**config.mk**
```make
export PLATFORM = sky130hd
export DESIGN_NAME = mstk_cell
export DESIGN_NICKNAME = d
export VERILOG_FILES = /design/src/hw/rtl/mstk_pkg.sv /design/src/hw/rtl/mstk_cell.sv
export SDC_FILE = /design/constraint.sdc
export NUM_CORES = 1
export LEC_CHECK = 0
export BUFFER_PORTS_ARGS = -buffer_cell sky130_fd_sc_hd__buf_2
export CORE_MARGIN = 3
export CORE_UTILIZATION = 47
export CTS_CLUSTER_DIAMETER = 150
export DETAILED_ROUTE_END_ITERATION = 8
export PLACE_DENSITY = 0.86
export SLEW_MARGIN = 20
export SYNTH_ARGS = -nofsm -noshare
export SYNTH_HDL_FRONTEND = slang
export SYNTH_SLANG_ARGS = --single-unit
```
**constraint.sdc**
```tcl
create_clock -name aclk -period 4.5 [get_ports aclk]
set_clock_uncertainty 0.2 [all_clocks]
set_input_delay 0.45 -clock aclk [delete_from_list [all_inputs] [get_ports aclk]]
set_output_delay 0.45 -clock aclk [all_outputs]
set_load 0.1 [all_outputs]
```
**src/hw/rtl/mstk_pkg.sv**
```systemverilog
package mstk_pkg;

    localparam int unsigned VIDX_W  = 4;
    localparam int unsigned VCNT_W  = 5;

    typedef struct packed {
        logic insert;
        logic shift;
    } cell_cmd_t;

    typedef enum logic [2:0] {
        ST_LOAD  = 3'b001,
        ST_RUN   = 3'b010,
        ST_FLUSH = 3'b100
    } state_t;

endpackage

```
**src/hw/rtl/mstk_cell.sv**
```systemverilog
module mstk_cell #(
    parameter int unsigned WEIGHT_BITS = 16
) (
    input  logic                          aclk,
    input  logic                          aresetn,
    input  mstk_pkg::cell_cmd_t           cmd,
    input  logic [WEIGHT_BITS+7:0]        new_edge,
    input  logic [WEIGHT_BITS+7:0]        prev_edge,
    input  logic                          prev_valid,
    input  logic                          prev_stays,
    input  logic [WEIGHT_BITS+7:0]        next_edge,
    input  logic                          next_valid,
    output logic [WEIGHT_BITS+7:0]        edge_q,
    output logic                          valid_q,
    output logic                          stays
);

    logic [WEIGHT_BITS+7:0] edge_reg, edge_next;
    logic                   valid_reg, valid_next;
    logic signed [WEIGHT_BITS-1:0] own_w, new_w;

    assign own_w = $signed(edge_reg[WEIGHT_BITS+7:8]);
    assign new_w = $signed(new_edge[WEIGHT_BITS+7:8]);
    assign stays = valid_reg && !(own_w < new_w);

    always_comb begin
        edge_next  = edge_reg;
        valid_next = valid_reg;
        if (cmd.insert && !stays) begin
            if (prev_stays) begin
                edge_next  = new_edge;
                valid_next = 1'b1;
            end else begin
                edge_next  = prev_edge;
                valid_next = prev_valid;
            end
        end else if (cmd.shift) begin
            edge_next  = next_edge;
            valid_next = next_valid;
        end
    end

    always_ff @(posedge aclk) begin
        if (!aresetn) begin
            valid_reg <= 1'b0;
        end else begin
            valid_reg <= valid_next;
        end
        edge_reg <= edge_next;
    end

    assign edge_q  = edge_reg;
    assign valid_q = valid_reg;

endmodule
```
# == Word level (Yosys, flattened, before mapping) ==
# Cells that the tools add are included.
# totals
regBits,25
latch_bits,0
mem_bits_rw,0
mem_bits_ro,0
input_bits,79
out_inout_bits,26
wordCells,14
n_memories,0
# classes
addsub,0
mul,0
n_div,0
order_cmp,1
eq_ne,0
shift,0
muxes,6
n_bitwise,0
n_reduce_logical,5
# ops
op,n
24-bit two-way mux,3
16-bit < comparator,1
1-bit two-way mux,3
1-bit logical AND,2
1-bit logical NOT,2
2-bit nonzero test,1

# == Depth between registers and ports, before layout ==
# depth
ltp_word,6
mapped_depth,9
ltp_nobuf,8

# == Worst setup path after synthesis ==
# No wires, ideal clock.
# synth_path
path_kind,register to output
start,register edge_reg[17] (netlist: edge_q[17])
end,output port stays
t_arrival_ns,3.497
required_ns,3.850
slack_ns,0.353
stages_incl_launch_ff,7
path_buffers,0
path_cell_list,edfxtp_1 > ha_1 > nand2_1 > or4b_1 > o211ai_2 > mux2i_1 > nor2b_1
# synth_via
elab_chain_len,3
# synth_lines
item,line,rtl
"start, declared",mstk_cell.sv:18,"logic [WEIGHT_BITS+7:0] edge_reg, edge_next;"
"start signal, assigned",mstk_cell.sv:49,edge_reg <= edge_next;
16-bit < comparator,mstk_cell.sv:24,assign stays = valid_reg && !(own_w < new_w);
1-bit logical NOT,mstk_cell.sv:24,
1-bit logical AND,mstk_cell.sv:24,
"end, declared",mstk_cell.sv:15,output logic stays
# No other way between the ends.

# == Final worst setup path ==
# layout_path
start,register edge_reg[9] (netlist: edge_q[9])
end,"register edge_reg[13] (netlist: edge_q[13]), data pin"
# layout_via
elab_chain_len,6
# layout_lines
item,line,rtl
16-bit < comparator,mstk_cell.sv:24,
1-bit logical NOT,mstk_cell.sv:24,
1-bit logical AND,mstk_cell.sv:24,
1-bit logical NOT,mstk_cell.sv:29,if (cmd.insert && !stays) begin
1-bit logical AND,mstk_cell.sv:29,
24-bit two-way mux,mstk_cell.sv:29,
net edge_next[13],mstk_cell.sv:18,
# The timed path passes the listed nets, and every way through them passes these cells.
# A chain may end at the register's enable or synchronous reset.

==> results.py <==
metrics = {
    "placement": {
        "place_inst": 290,
        "place_hpwl_um": 3467,
        "io_buffers": 104,
        "place_congestion": 0.7794,
        "dp_slack_ns": 1.088,
    },
    "sta": {
        "rsz0062_at_grt": "false",
        "relSlewSlack": 0.6311,
        "fin_hold_ws_ns": 0.2814,
        "fin_crit_ns": 3.240,
        "tns_ns": 0,
        "hold_viol_final": 0,
        "final.period_utilization": 0.7199,
        "fin_ws_ns": 1.260,
        "setup_viol": 0,
        "max_freq_mhz": 308.7,
        "worstMarginPinSlew_ns": 0.5394,
        "finalMaxSlewViolations": 0,
    },
    "drt": {
        "wl_um": 4158,
        "ant_nets": 0,
        "drc": 0,
        "viasPerCell": 5.051,
        "first_pass_iters": 4,
        "wl_per_cell_um": 14.14,
        "drt_iter0_drc": 43,
        "num_vias": 1485,
    },
    "floorplan": {
        "dieHeight_um": 67.49,
        "io_pins": 105,
        "start_util": 0.5084,
        "dieWidth_um": 67.49,
        "die-area_um2": 4554,
        "rows": 21,
        "fp.coreArea_um2": 3495,
    },
    "power_and_ir_drop": {
        "pwr-share-clk": 0.107,
        "intPower_uw": 571.4,
        "max-vdd-ir-drop_uv": 264.7,
        "power_density_nw_per_um2": 509.4,
        "pwr-share-seq": 0.294,
        "switchingPower_uw": 642.1,
        "combPwrFrac": 0.599,
        "cellLeakagePower_uw": 0.001144,
        "p_sw_frac": 0.5291,
    },
    "finish": {
        "drive_gt1_frac": 0.6411,
        "antennaDiodeCount": 0,
        "areaGrowthSynthToFinish_pct": 34.08,
        "fin_util": 0.6817,
        "final_cell_mix": "buf_2 (104), mux2_2 (48), edfxtp_1 (24)",
        "nNetsFinal": 343,
        "fin_cells": 294,
        "final_common_cell": "buf_2",
    },
    "setup_path": {
        "critPathMaxFanout": 16,
        "start_kind": "flop",
        "end_kind": "flop",
        "critical_path_class": "reg -> reg",
        "crit_arrival_ns": 3.06,
        "cp.required_ns": 4.32,
    },
    "clocking": {
        "h-tree-depth": 1,
        "cts_made_buffers": 3,
        "clockRootBuffer": "clkbuf_8",
        "cts_tree": "done",
        "cts_hold_buf": 0,
        "post_cts_buffers": 0,
        "clk_latency_ns": 0.26,
        "cts_buffer_depth": 2,
        "numClockSinks": 25,
        "path_clk_slew_ns": 0.08,
        "post_cts_resized": 0,
    },
    "global_route": {
        "grt-ovfl-total": 0,
        "antenna_found_initial": 0,
        "grt_pass1_wl_um": 6479,
        "track_usage": 0.1892,
        "grt_pass1_vias": 1482,
        "grt_max_degree": 26,
    },
    "synth": {
        "syn_area_um2": 1777,
        "synth_fp_nets": 238,
        "yosys_warnings": 0,
        "synth-seq-cells": 25,
        "ys_types": 24,
        "syn_inst": 144,
        "avgSynthCellArea_um2": 12.34,
        "ys_seq_area_frac": 0.4169,
    },
    "run_status": {
        "outcome": "complete, no violations",
    },
    "min_path": {
        "min-delay-path-class": "in -> reg",
    },
    "job": {
        "maxCapViolations": 0,
    },
}
[critical path: stages, from the launching register on]
cell and delay (ns):
edfxtp_1 0.40, ha_1 0.29, a2111oi_0 0.11, or4b_1 0.56, o211ai_2 0.26, mux2i_4 0.48, buf_4 0.32, mux2_2 0.37
[metrics by stage]
step	total power (uW)	area [um2]
after global placement	1081	2337
after floorplan	964.7	1777
after detailed placement	1093	2337
after CTS	1223	2382
final	1214	2382
after global routing	1274	2382
[cell usage after synthesis, drive strengths merged]
cell,n,area share
or4b,1,0.0056
mux2,48,0.30
o22ai,1,0.0035
clkbuf,3,0.0063
nand2,7,0.015
o211ai,2,0.011
o21a,1,0.0042
a2111oi,1,0.0049
buf,2,0.013
dfxtp,1,0.011
mux2i,3,0.019
a21oi,5,0.014
nand4,1,0.0035
nand2b,3,0.011
ha,15,0.11
nand3,3,0.0084
o21ai,4,0.011
edfxtp,24,0.41
inv,15,0.032
nor2b,1,0.0035
or2,1,0.0035
nor2,2,0.0042
[cells by family (layout without fill, tap and decap cells)]
group           Yosys count  after routing  synth area share
mux                      51             51            0.3232
fa+ha+maj                15             15            0.1056
buf+inv                  20            124           0.05070
compound gates           14             14           0.04930
simple gates             19             19           0.05424
flops                    25             25            0.4169
[final cells by class]
cell class,instances,area [um2]
fillers,281,1112
multi-input cells,99,954.7
flip-flops and latches,25,740.7
well taps,46,57.56
repair buffers,105,528.0
clock buffers,4,45.04
inverters,15,56.30
[worst paths after layout]
check                           cells after the start  slack [ns]                  from                   end
worst max-delay path                                7        1.26   edge_q[9]$_DFFE_PP_  edge_q[13]$_DFFE_PP_
worst max register to register                      7        1.26   edge_q[9]$_DFFE_PP_  edge_q[13]$_DFFE_PP_
worst min-delay path                                3        0.28               aresetn  valid_q$_SDFFE_PN0P_
worst min register to register                      2        0.47  valid_q$_SDFFE_PN0P_  valid_q$_SDFFE_PN0P_
[routing by layer]
metal  track usage  vias to the layer above  share of wire
met3       0.03827                        4          0.062
met4       0.04051                        0          0.012
met1        0.2116                      688           0.35
met5             0                        -              0
li1              -                      738              -
met2        0.3633                       55           0.57
[power groups by stage]
stage / Combinational, uW / Sequential [uW] / Clock (uW)
floorplan: 210 / 755 / 0
global placement: 721 / 360 / 0
detailed placement: 731 / 363 / 0
CTS: 733 / 358 / 133
global route: 766 / 364 / 143
finish: 727 / 357 / 129
[state kept, by name, summed over array words and instances, names as in the netlist]
| register | flops |
|---|---|
| edge_q | 24 |
| valid_q | 1 |
(Power assumes the default switching activity.)
